`config.mk`:
```
export PLATFORM = sky130hd
export DESIGN_NAME = pla_out
export DESIGN_NICKNAME = d
export VERILOG_FILES = /design/src/pla_pkg.sv /design/src/pla_out.sv
export SDC_FILE = /design/constraint.sdc
export NUM_CORES = 1
export LEC_CHECK = 0
export BUFFER_PORTS_ARGS = -buffer_cell sky130_fd_sc_hd__buf_2
export CAP_MARGIN = 15
export CORE_MARGIN = 10
export CORE_UTILIZATION = 50
export CTS_CLUSTER_DIAMETER = 120
export CTS_CLUSTER_SIZE = 12
export DETAILED_ROUTE_END_ITERATION = 7
export PLACE_DENSITY_LB_ADDON = 0.15
export SLEW_MARGIN = 20
export SYNTH_ARGS = -nofsm -noshare
export SYNTH_HDL_FRONTEND = slang
export SYNTH_SLANG_ARGS = --single-unit
```
`constraint.sdc`:
```
create_clock -name clk_i -period 2.1 [get_ports clk_i]
set_input_delay 0.315 -clock clk_i [delete_from_list [all_inputs] [get_ports clk_i]]
set_output_delay 0.315 -clock clk_i [all_outputs]
set_load 0.005 [all_outputs]
```
`src/pla_pkg.sv`:
```
// Package for the piecewise-linear activation block.
// Holds the per-channel threshold and slope tables, fixed widths and defaults.
// No dependencies.
package pla_pkg;

  localparam int unsigned CH_W          = 2;
  localparam int unsigned THR_W         = 16;
  localparam int unsigned SLOPE_W       = 16;
  localparam int unsigned FRAC_SHIFT    = 14;
  localparam int unsigned TBL_ROWS      = 3;
  localparam int unsigned TBL_COLS      = 16;

  localparam int unsigned DEF_NUM_SEGMENTS = 16;
  localparam int unsigned DEF_NUM_CHANNELS = 3;
  localparam int unsigned DEF_SAMPLE_WIDTH = 16;

  localparam logic signed [THR_W-1:0] THR_ROM [TBL_ROWS][TBL_COLS] = '{
    '{ -16'sd103,  16'sd109,  16'sd227,  16'sd602,  16'sd637,  16'sd680, 16'sd1046, 16'sd1587,
       16'sd2034, 16'sd2360, 16'sd2595, 16'sd2771, 16'sd2940, 16'sd3064, 16'sd3051, 16'sd2849 },
    '{ -16'sd99,   16'sd204,  16'sd276,  16'sd424,  16'sd644, 16'sd1197, 16'sd1474, 16'sd1694,
       16'sd1941, 16'sd2241, 16'sd2440, 16'sd2415, 16'sd2883, 16'sd3083, 16'sd2927, 16'sd3457 },
    '{ -16'sd97,   16'sd169,  16'sd270,  16'sd347,  16'sd413,  16'sd530,  16'sd708,  16'sd932,
       16'sd1400, 16'sd1645, 16'sd1116, 16'sd1993, 16'sd2469, 16'sd2304, 16'sd2551, 16'sd3700 }
  };

  localparam logic signed [SLOPE_W-1:0] SLOPE_ROM [TBL_ROWS][TBL_COLS] = '{
    '{ 16'sd16926,  16'sd562,   16'sd562,   16'sd496,   16'sd447,   16'sd325,
       16'sd204,    16'sd101,  -16'sd11,   -16'sd110,  -16'sd204,  -16'sd308,
      -16'sd445,   -16'sd699,  -16'sd1205, -16'sd3428 },
    '{ 16'sd16138, -16'sd327,  -16'sd321,  -16'sd263,  -16'sd235,  -16'sd169,
      -16'sd171,   -16'sd189,  -16'sd203,  -16'sd235,  -16'sd285,  -16'sd350,
      -16'sd400,   -16'sd726,  -16'sd2034, -16'sd3802 },
    '{ 16'sd15857, -16'sd650,  -16'sd663,  -16'sd652,  -16'sd643,  -16'sd585,
      -16'sd498,   -16'sd428,  -16'sd337,  -16'sd338,  -16'sd543,  -16'sd422,
      -16'sd420,   -16'sd860,  -16'sd1304, -16'sd1224 }
  };

  function automatic logic signed [THR_W-1:0] pla_thr(input logic [CH_W-1:0] ch,
                                                       input int unsigned seg);
    logic signed [THR_W-1:0] val;
    val = '0;
    if (int'(ch) < int'(TBL_ROWS) && seg < TBL_COLS) begin
      val = THR_ROM[int'(ch)][seg];
    end
    return val;
  endfunction

  function automatic logic signed [SLOPE_W-1:0] pla_slope(input logic [CH_W-1:0] ch,
                                                          input int unsigned seg);
    logic signed [SLOPE_W-1:0] val;
    val = '0;
    if (int'(ch) < int'(TBL_ROWS) && seg < TBL_COLS) begin
      val = SLOPE_ROM[int'(ch)][seg];
    end
    return val;
  endfunction

endpackage

```
`src/pla_out.sv`:
```
// Output stage: rounds the full-precision sum to Q3.12, saturates it to the
// sample width and holds the result transaction. Depends on pla_pkg.
module pla_out
  import pla_pkg::*;
#(
  parameter int unsigned SAMPLE_WIDTH = DEF_SAMPLE_WIDTH,
  parameter int unsigned ACC_W        = 40
) (
  input  logic                           clk_i,
  input  logic                           rst_ni,
  input  logic                           valid_i,
  output logic                           ready_o,
  input  logic signed [ACC_W-1:0]        acc_i,
  output logic                           valid_o,
  input  logic                           ready_i,
  output logic signed [SAMPLE_WIDTH-1:0] result_o,
  output logic                           saturated_o
);

  localparam int unsigned Q_W = ACC_W - FRAC_SHIFT;

  logic signed [ACC_W-1:0]        biased;
  logic signed [Q_W-1:0]          q, hi, lo;
  logic signed [SAMPLE_WIDTH-1:0] res_d, res_q;
  logic                           sat_d, sat_q, valid_q, load;

  assign biased = acc_i + (ACC_W'(1) <<< (FRAC_SHIFT - 1));
  assign q      = Q_W'(biased >>> FRAC_SHIFT);
  assign hi     = Q_W'({1'b0, {(SAMPLE_WIDTH-1){1'b1}}});
  assign lo     = -hi - Q_W'(1);

  always_comb begin
    res_d = SAMPLE_WIDTH'(q);
    sat_d = 1'b0;
    if (q > hi) begin
      res_d = SAMPLE_WIDTH'(hi);
      sat_d = 1'b1;
    end else if (q < lo) begin
      res_d = SAMPLE_WIDTH'(lo);
      sat_d = 1'b1;
    end
  end

  assign ready_o = !valid_q || ready_i;
  assign load    = valid_i && ready_o;

  always_ff @(posedge clk_i or negedge rst_ni) begin
    if (!rst_ni) begin
      valid_q <= 1'b0;
    end else if (ready_o) begin
      valid_q <= valid_i;
    end
  end

  always_ff @(posedge clk_i) begin
    if (load) begin
      res_q <= res_d;
      sat_q <= sat_d;
    end
  end

  assign valid_o     = valid_q;
  assign result_o    = res_q;
  assign saturated_o = sat_q;

endmodule

```
# Word level (Yosys, flattened, before mapping)

Cells that the tools add are included.

$add $sub $neg: 1
Order comparisons: 2
Multiplexer cells: 2
Reduce and logical (&&, ||, !) cells: 3

Operator list:

| kind                                                  | count |
|---|---|
| adder 40 x 15 -> 40 bit (second input constant)       | 1 |
| > comparator 26 x 16 -> 1 bit (second input constant) | 1 |
| < comparator 26 x 16 -> 1 bit (second input constant) | 1 |
| 2-to-1 mux 16 bit                                     | 1 |
| logical AND 1 bit                                     | 1 |
| zero test 1 bit                                       | 1 |
| logical OR 1 bit                                      | 1 |
| 2-to-1 mux 1 bit                                      | 1 |

Register bits after elaboration: 18
Input port bits: 44
Word-level logic and storage cells: 11

# Longest topological paths before layout

Depth in word-level cells: 3
Gate-level depth with buffers: 8
Depth with buffers taken out: 7

# Least setup slack after synthesis

Ideal clock, no wire load.

Path type: input-to-reg
Start: input acc_i[13]
End: register res_q[0] (netlist: result_o[0]), data pin
Library setup time: 0.263 ns
Arrival time: 2.134 ns
Path slack: -0.297 ns
Cell stages on the path: 7
Path through: ha_1 > nand3_1 > or4_4 > or3_1 > a211oi_4 > buf_6 > o21ai_0

Longest elaborated chain between the ends: 3
Elaborated cells between the ends (all ways): 4
Classes of those cells: add/sub: 1; order compare: 2; mux: 1

RTL lines:

| what                          | line          | source |
|---|---|---|
| from (decl)                   | pla_out.sv:13 | `input logic signed [ACC_W-1:0] acc_i,` |
| adder 40 x 15 -> 40 bit *     | pla_out.sv:27 | `assign biased = acc_i + (ACC_W'(1) <<< (FRAC_SHIFT - 1));` |
| < comparator 26 x 16 -> 1 bit | pla_out.sv:38 | `end else if (q < lo) begin` |
| 2-to-1 mux 16 bit             | pla_out.sv:38 |  |
| to (signal assigned)          | pla_out.sv:57 | `res_q <= res_d;` |
| to (decl)                     | pla_out.sv:24 | `logic signed [SAMPLE_WIDTH-1:0] res_d, res_q;` |

Mark *: on every way between the ends. The rest lies on a longest branch, timed or not.
A chain may end at the register's enable or synchronous reset.

# Worst setup path in the final report

Start: input acc_i[14]
End: register sat_q (netlist: saturated_o), data pin

Longest elaborated chain between the ends: 3
Elaborated cells between the ends (all ways): 4
Classes of those cells: add/sub: 1; order compare: 2; mux: 1

RTL lines:

| what                          | line          | source |
|---|---|---|
| adder 40 x 15 -> 40 bit *     | pla_out.sv:27 |  |
| < comparator 26 x 16 -> 1 bit | pla_out.sv:38 |  |
| 2-to-1 mux 1 bit              | pla_out.sv:38 |  |
| to (signal assigned)          | pla_out.sv:58 | `sat_q <= sat_d;` |
| to (decl)                     | pla_out.sv:25 | `logic sat_d, sat_q, valid_q, load;` |

Marks and branches as above.

==> metrics.csv <==
stage,metric,value,unit
route,routedWlPerCell,15.63,um
pwr,vdd_drop_max,0.0005642,V
clock_network,cts_htree_levels,1,
placed_design,pre_cts_ws,-0.3374,ns
global_routing,grt_max_degree,18,
logic_synthesis,syn_avg_cell_area,9.359,um^2
cells_and_area,drive_gt1_share,47.86,%
logic_synthesis,syn_inst,148,
timing,fin_crit,2.141,ns
route,vias,1498,
setup_path,critPathKind,input pin to register,
setup_path,crit_path_start_kind,input pin,
timing,setup_viol_count_final,8,
logic_synthesis,synth.yosys.seq_area_share,38.66,%
pwr,power,0.0008153,W
logic_synthesis,ys_warn_count,0,
logic_synthesis,synth-main-ff-cell,edfxtp_1,
placed_design,numPortBuffers,49,
placed_design,gp_congestion,0.9016,
floorplan,initial_core_util,51.11,%
worst_hold_path,min_from,valid_i,
setup_path,crit_required,2.13,ns
timing,clock.fmax,0.4671,GHz
global_routing,grt_usage,14.19,%
floorplan,die_h,72.63,um
outcome,violations,negative setup slack,
clock_network,cts_buffers,3,
timing,final.setup_skew,0.003839,ns
clock_network,clkLatencyLatePin,0.28,ns
setup_path,cp_max_fo,8,
global_routing,grt_pass1_vias,1458,
timing,worst_slack,-0.04107,ns
global_routing,grt_pass1_wl,6.361,mm
setup_path,slowest_delay,0.51,ns
setup_path,path_cells,buf_8 -> ha_4 -> nand3_2 -> or4_4 -> or3_4 -> a211oi_4 -> clkbuf_16 -> mux2i_1,
setup_path,rrSetupSlack,0.64,ns
route,ant_nets,0,
logic_synthesis,async_flop_share,5.556,%
setup_path,rr_endpoint,result_o[6]$_SDFFCE_PN1P_,
floorplan,ios,63,
placed_design,dpl.hpwl,3.288,mm
floorplan,rows,19,
pwr,leakagePower,0.8370,nW
timing,slew_headroom,50.95,%
clock_network,cts_sinks,18,
timing,hold_viol_final,0,
floorplan,fp.dieArea,5275,um^2
flow_run,drv_cap,0,
timing,min_period_over_period,102.0,%
cells_and_area,diodes,0,
route,via_per_inst,5.653,
setup_path,cp_slowest_cell,or4_4,
logic_synthesis,synth_cell_types,41,
global_routing,grt.overflow.total,0,
outcome,status,finished with violations,
setup_path,end_kind,register,
setup_path,rr_startpoint,valid_o$_DFFE_PN0N_,
timing,worstMarginPinSlew,0.7358,ns
timing,rsz0062_at_grt,true,
clock_network,clk_pin_slew,0.09,ns
cells_and_area,final_common_cell,buf_2,
floorplan,die_x,72.63,um
pwr,power_density,391.3,nW/um^2
worst_hold_path,whs_endpoint,valid_o$_DFFE_PN0N_,
clock_network,cts.path.max_buffers,2,
logic_synthesis,syn_area,1385,um^2
setup_path,ff2ff_path_depth,2,
route,dr.pass1.iters,4,
worst_hold_path,hold_path_depth,2,
timing,report.final.slew_viol_count,0,
logic_synthesis,synth_nets,193,
logic_synthesis,synth_edf_count,17,
clock_network,cts-root-buf,clkbuf_4,
logic_synthesis,synth-seq-cells,18,
cells_and_area,fin_nets,280,
setup_path,arrival,2.17,ns
route,drc,0,
clock_network,cts_tree,built,
cells_and_area,mostFrequentLayoutCells,"buf_2, buf_4, edfxtp_1, o21ai_0, o21ai_1",
floorplan,coreArea,2710,um^2
route,dr.first_iter.drc_count,117,
setup_path,critical-path-top-delay-family,simple AND/OR/NAND/NOR gates,
global_routing,antenna_found_initial,0,
route,wl,4.143,mm
cells_and_area,area_growth,50.41,%
worst_hold_path,hold_class,input pin to register,
setup_path,crit_buf_inv,2,
how the worst max path moves through the flow:
stage               startpoint                          to  slack [ns]  cells after the start
finish               acc_i[14]   saturated_o$_SDFFCE_PN1P_       -0.04                      8
global route         acc_i[27]  result_o[13]$_SDFFCE_PN1P_       -0.09                      8
CTS                  acc_i[13]   result_o[9]$_SDFFCE_PN1P_       0.007                      8
detailed placement   acc_i[13]  result_o[12]$_SDFFCE_PN1P_       -0.34                      9
global placement     acc_i[13]   result_o[9]$_SDFFCE_PN1P_       -0.29                      9
floorplan            acc_i[13]   result_o[0]$_SDFFCE_PN1P_       -0.16                      8
cell usage after synthesis, types with 2 or more instances:
cell type	n	area [um^2]
o21ai_0	29	145.1
edfxtp_1	17	510.5
nand3_1	11	55.05
xnor2_1	11	96.34
nand2_1	9	33.78
nor2_1	8	30.03
xor2_1	8	70.07
nor4_1	6	37.54
nand4_1	5	31.28
inv_1	4	15.01
or2_2	3	18.77
a311oi_1	2	17.52
and3_1	2	12.51
and3_2	2	15.01
mux2i_1	2	20.02
nand2b_1	2	12.51
nor3_1	2	10.01
or3_1	2	12.51
repair_timing:
action | CTS | global route
pin swaps | 2 | 8
buffers inserted | 0 | 1
resized for setup | 1 | 29
cloned | 0 | 1
endpoints found under the hold margin | 1 | 0
hold buffers | 1 | 0
setup endpoints to repair | 10 | 16
registers in the layout, summed over array words and instances (netlist names):
register     cells
result_o        16
valid_o          1
saturated_o      1
power by group:
part | internal (W) | switching [W]
clock network | 0.0000736 | 0.0000967
logic | 0.000108 | 0.000115
registers | 0.000417 | 0.00000452
routing by layer:
layer  vias up  wire length, um  GRT usage [%]
li1        737                -              -
met1       706             1520          15.38
met2        51             2358          26.97
met3         4              220          2.177
met4         0               44          4.641
met5         -                0              0
area by class of cell:
type / count / area [um^2]
multi-input combinational: 122 / 895.9
fill: 199 / 626.9
timing repair buffer: 86 / 571.8
inverter: 4 / 15.01
sequential: 18 / 535.5
clock buffer: 4 / 26.28
tap: 31 / 38.79
logic make-up after synthesis:
family	synth area share (%)
AO/OA/AOI/OAI	19.15
AND/OR/NAND/NOR	24.75
XOR/XNOR	12.01
adder cells (fa/ha/maj)	0.9032
flip-flops	38.66
multiplexers	1.445
buffers and inverters	3.071
per-stage QoR:
stage / hold WS, ns / instances / area [um^2] / utilization [%] / setup TNS, ns
finish: 0.2377 / 265 / 2083 / 76.87 / -0.2597
global route: 0.2569 / 265 / 2083 / 76.87 / -0.9323
CTS: 0.2380 / 263 / 1974 / 72.85 / 0
detailed placement: 0.09063 / 258 / 1932 / 71.28 / -5.084
global placement: 0.08966 / 258 / 1932 / 71.28 / -4.574
floorplan: 0.01941 / 148 / 1408 / - / -1.891
Note: power is estimated with default switching activity, not from simulation.
