## src/pla_pkg.sv

```systemverilog
// Package for the piecewise-linear activation block.
// Holds the per-channel threshold and slope tables, fixed widths and defaults.
// No dependencies.
package pla_pkg;

  localparam int unsigned CH_W          = 2;
  localparam int unsigned THR_W         = 16;
  localparam int unsigned SLOPE_W       = 16;
  localparam int unsigned FRAC_SHIFT    = 14;
  localparam int unsigned TBL_ROWS      = 3;
  localparam int unsigned TBL_COLS      = 16;

  localparam int unsigned DEF_NUM_SEGMENTS = 16;
  localparam int unsigned DEF_NUM_CHANNELS = 3;
  localparam int unsigned DEF_SAMPLE_WIDTH = 16;

  localparam logic signed [THR_W-1:0] THR_ROM [TBL_ROWS][TBL_COLS] = '{
    '{ -16'sd103,  16'sd109,  16'sd227,  16'sd602,  16'sd637,  16'sd680, 16'sd1046, 16'sd1587,
       16'sd2034, 16'sd2360, 16'sd2595, 16'sd2771, 16'sd2940, 16'sd3064, 16'sd3051, 16'sd2849 },
    '{ -16'sd99,   16'sd204,  16'sd276,  16'sd424,  16'sd644, 16'sd1197, 16'sd1474, 16'sd1694,
       16'sd1941, 16'sd2241, 16'sd2440, 16'sd2415, 16'sd2883, 16'sd3083, 16'sd2927, 16'sd3457 },
    '{ -16'sd97,   16'sd169,  16'sd270,  16'sd347,  16'sd413,  16'sd530,  16'sd708,  16'sd932,
       16'sd1400, 16'sd1645, 16'sd1116, 16'sd1993, 16'sd2469, 16'sd2304, 16'sd2551, 16'sd3700 }
  };

  localparam logic signed [SLOPE_W-1:0] SLOPE_ROM [TBL_ROWS][TBL_COLS] = '{
    '{ 16'sd16926,  16'sd562,   16'sd562,   16'sd496,   16'sd447,   16'sd325,
       16'sd204,    16'sd101,  -16'sd11,   -16'sd110,  -16'sd204,  -16'sd308,
      -16'sd445,   -16'sd699,  -16'sd1205, -16'sd3428 },
    '{ 16'sd16138, -16'sd327,  -16'sd321,  -16'sd263,  -16'sd235,  -16'sd169,
      -16'sd171,   -16'sd189,  -16'sd203,  -16'sd235,  -16'sd285,  -16'sd350,
      -16'sd400,   -16'sd726,  -16'sd2034, -16'sd3802 },
    '{ 16'sd15857, -16'sd650,  -16'sd663,  -16'sd652,  -16'sd643,  -16'sd585,
      -16'sd498,   -16'sd428,  -16'sd337,  -16'sd338,  -16'sd543,  -16'sd422,
      -16'sd420,   -16'sd860,  -16'sd1304, -16'sd1224 }
  };

  function automatic logic signed [THR_W-1:0] pla_thr(input logic [CH_W-1:0] ch,
                                                       input int unsigned seg);
    logic signed [THR_W-1:0] val;
    val = '0;
    if (int'(ch) < int'(TBL_ROWS) && seg < TBL_COLS) begin
      val = THR_ROM[int'(ch)][seg];
    end
    return val;
  endfunction

  function automatic logic signed [SLOPE_W-1:0] pla_slope(input logic [CH_W-1:0] ch,
                                                          input int unsigned seg);
    logic signed [SLOPE_W-1:0] val;
    val = '0;
    if (int'(ch) < int'(TBL_ROWS) && seg < TBL_COLS) begin
      val = SLOPE_ROM[int'(ch)][seg];
    end
    return val;
  endfunction

endpackage

```

## src/pla_cell.sv

```systemverilog
// One hinge cell: adds (sample - threshold) * slope for its segment when the
// sample lies above the threshold, then hands the item to the next cell.
// Depends on pla_pkg.
module pla_cell
  import pla_pkg::*;
#(
  parameter int unsigned SEG_IDX      = 0,
  parameter int unsigned NUM_CHANNELS = DEF_NUM_CHANNELS,
  parameter int unsigned SAMPLE_WIDTH = DEF_SAMPLE_WIDTH,
  parameter int unsigned ACC_W        = 40
) (
  input  logic                           clk_i,
  input  logic                           rst_ni,
  input  logic                           valid_i,
  output logic                           ready_o,
  input  logic [CH_W-1:0]                chan_i,
  input  logic signed [SAMPLE_WIDTH-1:0] sample_i,
  input  logic signed [ACC_W-1:0]        acc_i,
  output logic                           valid_o,
  input  logic                           ready_i,
  output logic [CH_W-1:0]                chan_o,
  output logic signed [SAMPLE_WIDTH-1:0] sample_o,
  output logic signed [ACC_W-1:0]        acc_o
);

  localparam int unsigned DIFF_W = ((SAMPLE_WIDTH > THR_W) ? SAMPLE_WIDTH : THR_W) + 1;
  localparam int unsigned PROD_W = DIFF_W + SLOPE_W;

  logic signed [DIFF_W-1:0]       x_ext, t_ext, diff;
  logic signed [SLOPE_W-1:0]      slope;
  logic signed [PROD_W-1:0]       prod;
  logic                           chan_ok, hit, load;
  logic                           valid_q;
  logic [CH_W-1:0]                chan_q;
  logic signed [SAMPLE_WIDTH-1:0] sample_q;
  logic signed [ACC_W-1:0]        acc_d, acc_q;

  assign chan_ok = 32'(chan_i) < NUM_CHANNELS;
  assign x_ext   = DIFF_W'(sample_i);
  assign t_ext   = DIFF_W'(pla_thr(chan_i, SEG_IDX));
  assign slope   = pla_slope(chan_i, SEG_IDX);
  assign diff    = x_ext - t_ext;
  assign hit     = chan_ok && (x_ext > t_ext);
  assign prod    = PROD_W'(diff) * PROD_W'(slope);
  assign acc_d   = hit ? acc_i + ACC_W'(prod) : acc_i;

  assign ready_o = !valid_q || ready_i;
  assign load    = valid_i && ready_o;

  always_ff @(posedge clk_i or negedge rst_ni) begin
    if (!rst_ni) begin
      valid_q <= 1'b0;
    end else if (ready_o) begin
      valid_q <= valid_i;
    end
  end

  always_ff @(posedge clk_i) begin
    if (load) begin
      chan_q   <= chan_i;
      sample_q <= sample_i;
      acc_q    <= acc_d;
    end
  end

  assign valid_o  = valid_q;
  assign chan_o   = chan_q;
  assign sample_o = sample_q;
  assign acc_o    = acc_q;

endmodule

```

## config.mk

```make
export PLATFORM = sky130hd
export DESIGN_NAME = pla_cell
export DESIGN_NICKNAME = d
export VERILOG_FILES = /design/src/pla_pkg.sv /design/src/pla_cell.sv
export SDC_FILE = /design/constraint.sdc
export NUM_CORES = 1
export LEC_CHECK = 0
export ABC_AREA = 1
export ABC_CLOCK_PERIOD_IN_PS = 11450
export BUFFER_PORTS_ARGS = -buffer_cell sky130_fd_sc_hd__buf_2
export CORE_MARGIN = 4
export CORE_UTILIZATION = 28
export DETAILED_ROUTE_END_ITERATION = 10
export PLACE_DENSITY_LB_ADDON = 0.25
export SYNTH_ARGS = -nofsm -noshare
export SYNTH_HDL_FRONTEND = slang
export SYNTH_SLANG_ARGS = --single-unit
```

## constraint.sdc

```tcl
create_clock -name clk_i -period 11.45 [get_ports clk_i]
set_input_delay 1.7175 -clock clk_i [delete_from_list [all_inputs] [get_ports clk_i]]
set_output_delay 1.7175 -clock clk_i [all_outputs]
set_load 0.03 [all_outputs]
```

# Yosys cells after proc, flatten, opt, wreduce, memory -nomap -nowiden
# Cells that the tools add are included.
dict set report word_totals {
  reg_bits 59
  out_inout_bits 60
  wordCells 25
}
dict set report classes {
  n_addsub 2
  mul 1
  order_cmp 4
  n_mux 9
  bitwise_logic 1
  n_reduce_logical 4
}
# cell count
set op_table {}
lappend op_table {{$bmux W256 S2} 2}
lappend op_table {{$mux W256} 4}
lappend op_table {{$add A40 B33 Y40} 1}
lappend op_table {{$mux W40} 1}
lappend op_table {{$mul A17 B16 Y33} 1}
lappend op_table {{$ge A32 B3 Y1 const B} 1}
lappend op_table {{$mux W16} 2}
lappend op_table {{$not A2 Y32} 1}
lappend op_table {{$sub A16 B16 Y17} 1}
lappend op_table {{$gt A16 B16 Y1} 1}
lappend op_table {{$lt A2 B2 Y1 const B} 2}
lappend op_table {{$logic_and A1 B1 Y1} 2}
lappend op_table {{$logic_not A1 Y1} 1}
lappend op_table {{$logic_or A1 B1 Y1} 1}

# Depth between registers and ports, before layout
dict set report depth {
  depth_word 9
  ltp_mapped 42
  ltp_nobuf 42
}

# Least setup slack after synthesis
# Ideal clock, no wire load.
dict set report synth_timing {
  path_kind {input to register}
  from {input port chan_i[0]}
  to {register acc_q[38] (netlist: acc_o[38]) (data pin)}
  arrival_time_ns 8.908
  slack_ns 2.289
  cell_stages 33
  n_path_buf 1
  path_cell_list {inv_1 -> ha_1 -> inv_1 -> clkbuf_1 -> ha_1 -> nand3_1 -> nand2_1 -> nand2_1 -> nand2_1 -> nand2_1 -> nand2_1 -> nand2_2 -> nand3_1 -> inv_1 -> fa_1 -> inv_1 -> fa_1 -> fa_1 -> fa_1 -> fa_1 -> inv_1 -> fa_1 -> inv_1 -> ha_1 -> nand2_1 -> nor2_1 -> inv_1 -> nor4_1 -> nand4_1 -> nand3_1 -> nand2_1 -> nand3_1 -> nand2_1}
}
dict set report synth_between {
  elab_chain_cells 9
}
# element line
set synth_lines {}
lappend synth_lines {{start, declared} pla_cell.sv:16} ;# input logic [CH_W-1:0] chan_i,
lappend synth_lines {{$not A2 Y32 (not written as such)} {pla_pkg.sv:43, pla_pkg.sv:53}}
lappend synth_lines {{$bmux W256 S2} pla_pkg.sv:43} ;# val = THR_ROM[int'(ch)][seg];
lappend synth_lines {{$mux W256 (not written as such) (2 in a row)} pla_pkg.sv:43}
lappend synth_lines {{$mux W16} pla_pkg.sv:42} ;# if (int'(ch) < int'(TBL_ROWS) && seg < TBL_COLS) begin
lappend synth_lines {{$sub A16 B16 Y17} pla_cell.sv:42} ;# assign diff = x_ext - t_ext;
lappend synth_lines {{$mul A17 B16 Y33} pla_cell.sv:44} ;# assign prod = PROD_W'(diff) * PROD_W'(slope);
lappend synth_lines {{$add A40 B33 Y40} pla_cell.sv:45} ;# assign acc_d = hit ? acc_i + ACC_W'(prod) : acc_i;
lappend synth_lines {{$mux W40 *} pla_cell.sv:45}
lappend synth_lines {{named net acc_d[38]} pla_cell.sv:36} ;# logic signed [ACC_W-1:0] acc_d, acc_q;
lappend synth_lines {{end signal, assigned} pla_cell.sv:62} ;# acc_q <= acc_d;
lappend synth_lines {{end, declared} pla_cell.sv:36}
# The timed path passes the listed nets; every way through them passes the cells marked *. The select of a mux whose other input is x is not followed.
# A chain may end at the register's enable or synchronous reset.

# Final worst setup path
# Ends and elaborated chain as after synthesis.

==> results.toml <==
[finish]
nets = 2417
drive_gt1_share_pct = 9.27
fill_cells = 5814
seqCellArea_sq_mm = 0.00177
fin_util_pct = 31.6
final_cell_mix = "inv_1, fa_1, nand2_1, ha_1, nor2_1"
area_growth_syn_to_layout_pct = 11.2
final_common_cell = "inv_1"
multiInputGateArea_sq_mm = 0.0114
n_antenna_cell = 0

[worst_setup_path]
cp-start-kind = "input pin"
critPathMaxStageDelay_ps = 640
r2r_cells = 2
cp_common_cell = "inv_1"
reg2reg_to = "acc_o[30]"
reg2reg_slack_ps = 9760
cp_slowest_cell = "nor4_1"
reg2reg_from = "valid_o"
critPathCaptureType = "flop"
worstSetupPathType = "in2reg"
path_delay_family = "adder cells"
cp_max_fo = 18
arrival_ps = 10180
worstPathRequired_ps = 11580
worst-path-buf-inv = 11

[routing]
wl_met1_um = 20200
wl_per_cell_um = 17.5
drtPass1Iterations = 5
drtIter0Drc = 592
ant_nets = 0
top_layer_used = "met4"
route.met3.wl_um = 2410
drt-total-wl_um = 45500
drc_errors = 0
met2_length_um = 21800
vias = 11500
vias_per_cell = 4.43

[logic_synthesis]
yosys_most_used_dff = "edfxtp_1"
async_flop_share_pct = 1.69
postSynthCellCount = 1769
yosysSeqAreaShare_pct = 11.5
ys_ff_latch = 59
ys_types = 42
netlist_area_sq_mm = 0.0153
synth_top_area_cell = "fa_1"
synth_edf_count = 58
yosys.area.top_type_share_pct = 39.1
synth.avg_cell_area_sq_um = 8.67
ys_warn_count = 0
ys_top_cells_by_area = "fa_1, inv_1, ha_1"
syn_nets = 2293

[global_routing]
grt_start_max_net_pins = 62
antenna_found_initial = 0
gr-total-overflow = 0
grt_pass1_vias = 12900
grt_pass1_wl_um = 73200
grt_use_total_pct = 16.3

[cts]
insertion_delay_ps = 380
hold_buffers = 0
tritoncts_num_sinks = 59
cts_resized = 0
tritoncts = "done"
h-tree-depth = 3
clk_pin_slew_ps = 70
postCtsSetupRepairBufs = 0
cts.path.max_buffers = 2
numCtsBuffers = 9
cts_root_buf = "clkbuf_16"

[timing]
final_hold_viol_count = 0
finalCritPeriodShare_pct = 87.8
finalSetupTns_ps = 0
drv_slew = 0
relSlewSlack_pct = 41.4
fmax_mhz = 99.5
rsz0062_at_grt = "no"
setup_viol = 0
fin_skew_ps = 13.7
worstMarginPinSlew_ps = 879
period_minus_slack_ps = 10050

[die]
fp-row-count = 85
die_area_sq_mm = 0.0586
boundaryPins = 122
die_x_um = 242
chipHeight_um = 242
placeableCoreArea_sq_mm = 0.0540
start_util_pct = 28.4

[status]
status = "finished, final reports clean"

[hold_path]
min_from = "valid_o"
min_to = "valid_o"
min_path_type = "reg2reg"
whs_path_depth = 2

[job]
maxCapViolCount = 0

[placed_design]
gp_congestion = 0.924
io_buffers = 121
hpwl_um = 40800
==> worst register-to-register path, delay by kind of cell (launching register included) <==
kind,cells,cell delay [ps]
AO/OA/AOI/OAI,1,150
flip-flops,1,420
buffers and inverters,1,680
==> synthesized netlist by cell type, drive strengths merged, types with 8 or more instances <==
cell type,number
ha,162
xor2,31
o21ai,68
nand2,257
nor2,130
a21oi,63
nand4,15
xnor2,22
fa,300
nand3,39
nor3,10
edfxtp,58
o21bai,10
inv,553
clkbuf,8
==> how the worst max path moves through the flow <==
| stage | cells after the start | slack [ps] | from | end |
|---|---|---|---|---|
| floorplan | 33 | 2290 | chan_i[0] | acc_o[38] |
| global placement | 37 | 1230 | chan_i[0] | acc_o[38] |
| detailed placement | 37 | 1070 | chan_i[0] | acc_o[38] |
| CTS | 37 | 1480 | chan_i[0] | acc_o[38] |
| global route | 37 | 870 | chan_i[0] | acc_o[38] |
| finish | 37 | 1400 | chan_i[0] | acc_o[38] |
==> state kept, by name (all words and copies together) (netlist names) <==
signal / count
acc_o: 40
chan_o: 2
sample_o: 16
valid_o: 1
==> kinds of logic (layout without fill, tap and decap cells) <==
logic type               count (synthesis)  in the layout  share of synthesized area, %
AO/OA/AOI/OAI                          162            162                          6.20
XOR/XNOR                                53             53                          3.17
adder cells (fa/ha/maj)                462            462                          52.3
buffers and inverters                  568            697                          14.2
flip-flops                              59             59                          11.5
AND/OR/NAND/NOR                        465            465                          12.6
==> cell type report <==
cell class,count,share of cell area [%]
Clock buffer,9,1.32
Sequential cell,59,10.4
Multi-Input combinational cell,1142,66.9
Tap cell,696,5.10
Inverter,553,12.2
Timing Repair Buffer,128,3.86
Clock inverter,7,0.345
==> per-layer routing <==
| layer | global-route usage, % | vias up |
|---|---|---|
| li1 | - | 5492 |
| met1 | 21.2 | 5656 |
| met2 | 27.7 | 286 |
| met3 | 3.19 | 45 |
| met4 | 4.35 | 0 |
| met5 | 0 | - |
==> stage by stage <==
step | setup WS [ps] | hold slack, ps | instance area (sq um) | instances
floorplan | 2290 | 895 | 15300 | 1769
global placement | 1230 | 550 | 16800 | 2578
detailed placement | 1070 | 580 | 16800 | 2578
CTS | 1480 | 595 | 17100 | 2594
global route | 866 | 626 | 17100 | 2594
finish | 1400 | 589 | 17100 | 2594
Power is not shown: default switching activity piles up to over one toggle a cycle in this logic, so the estimate is an artifact.
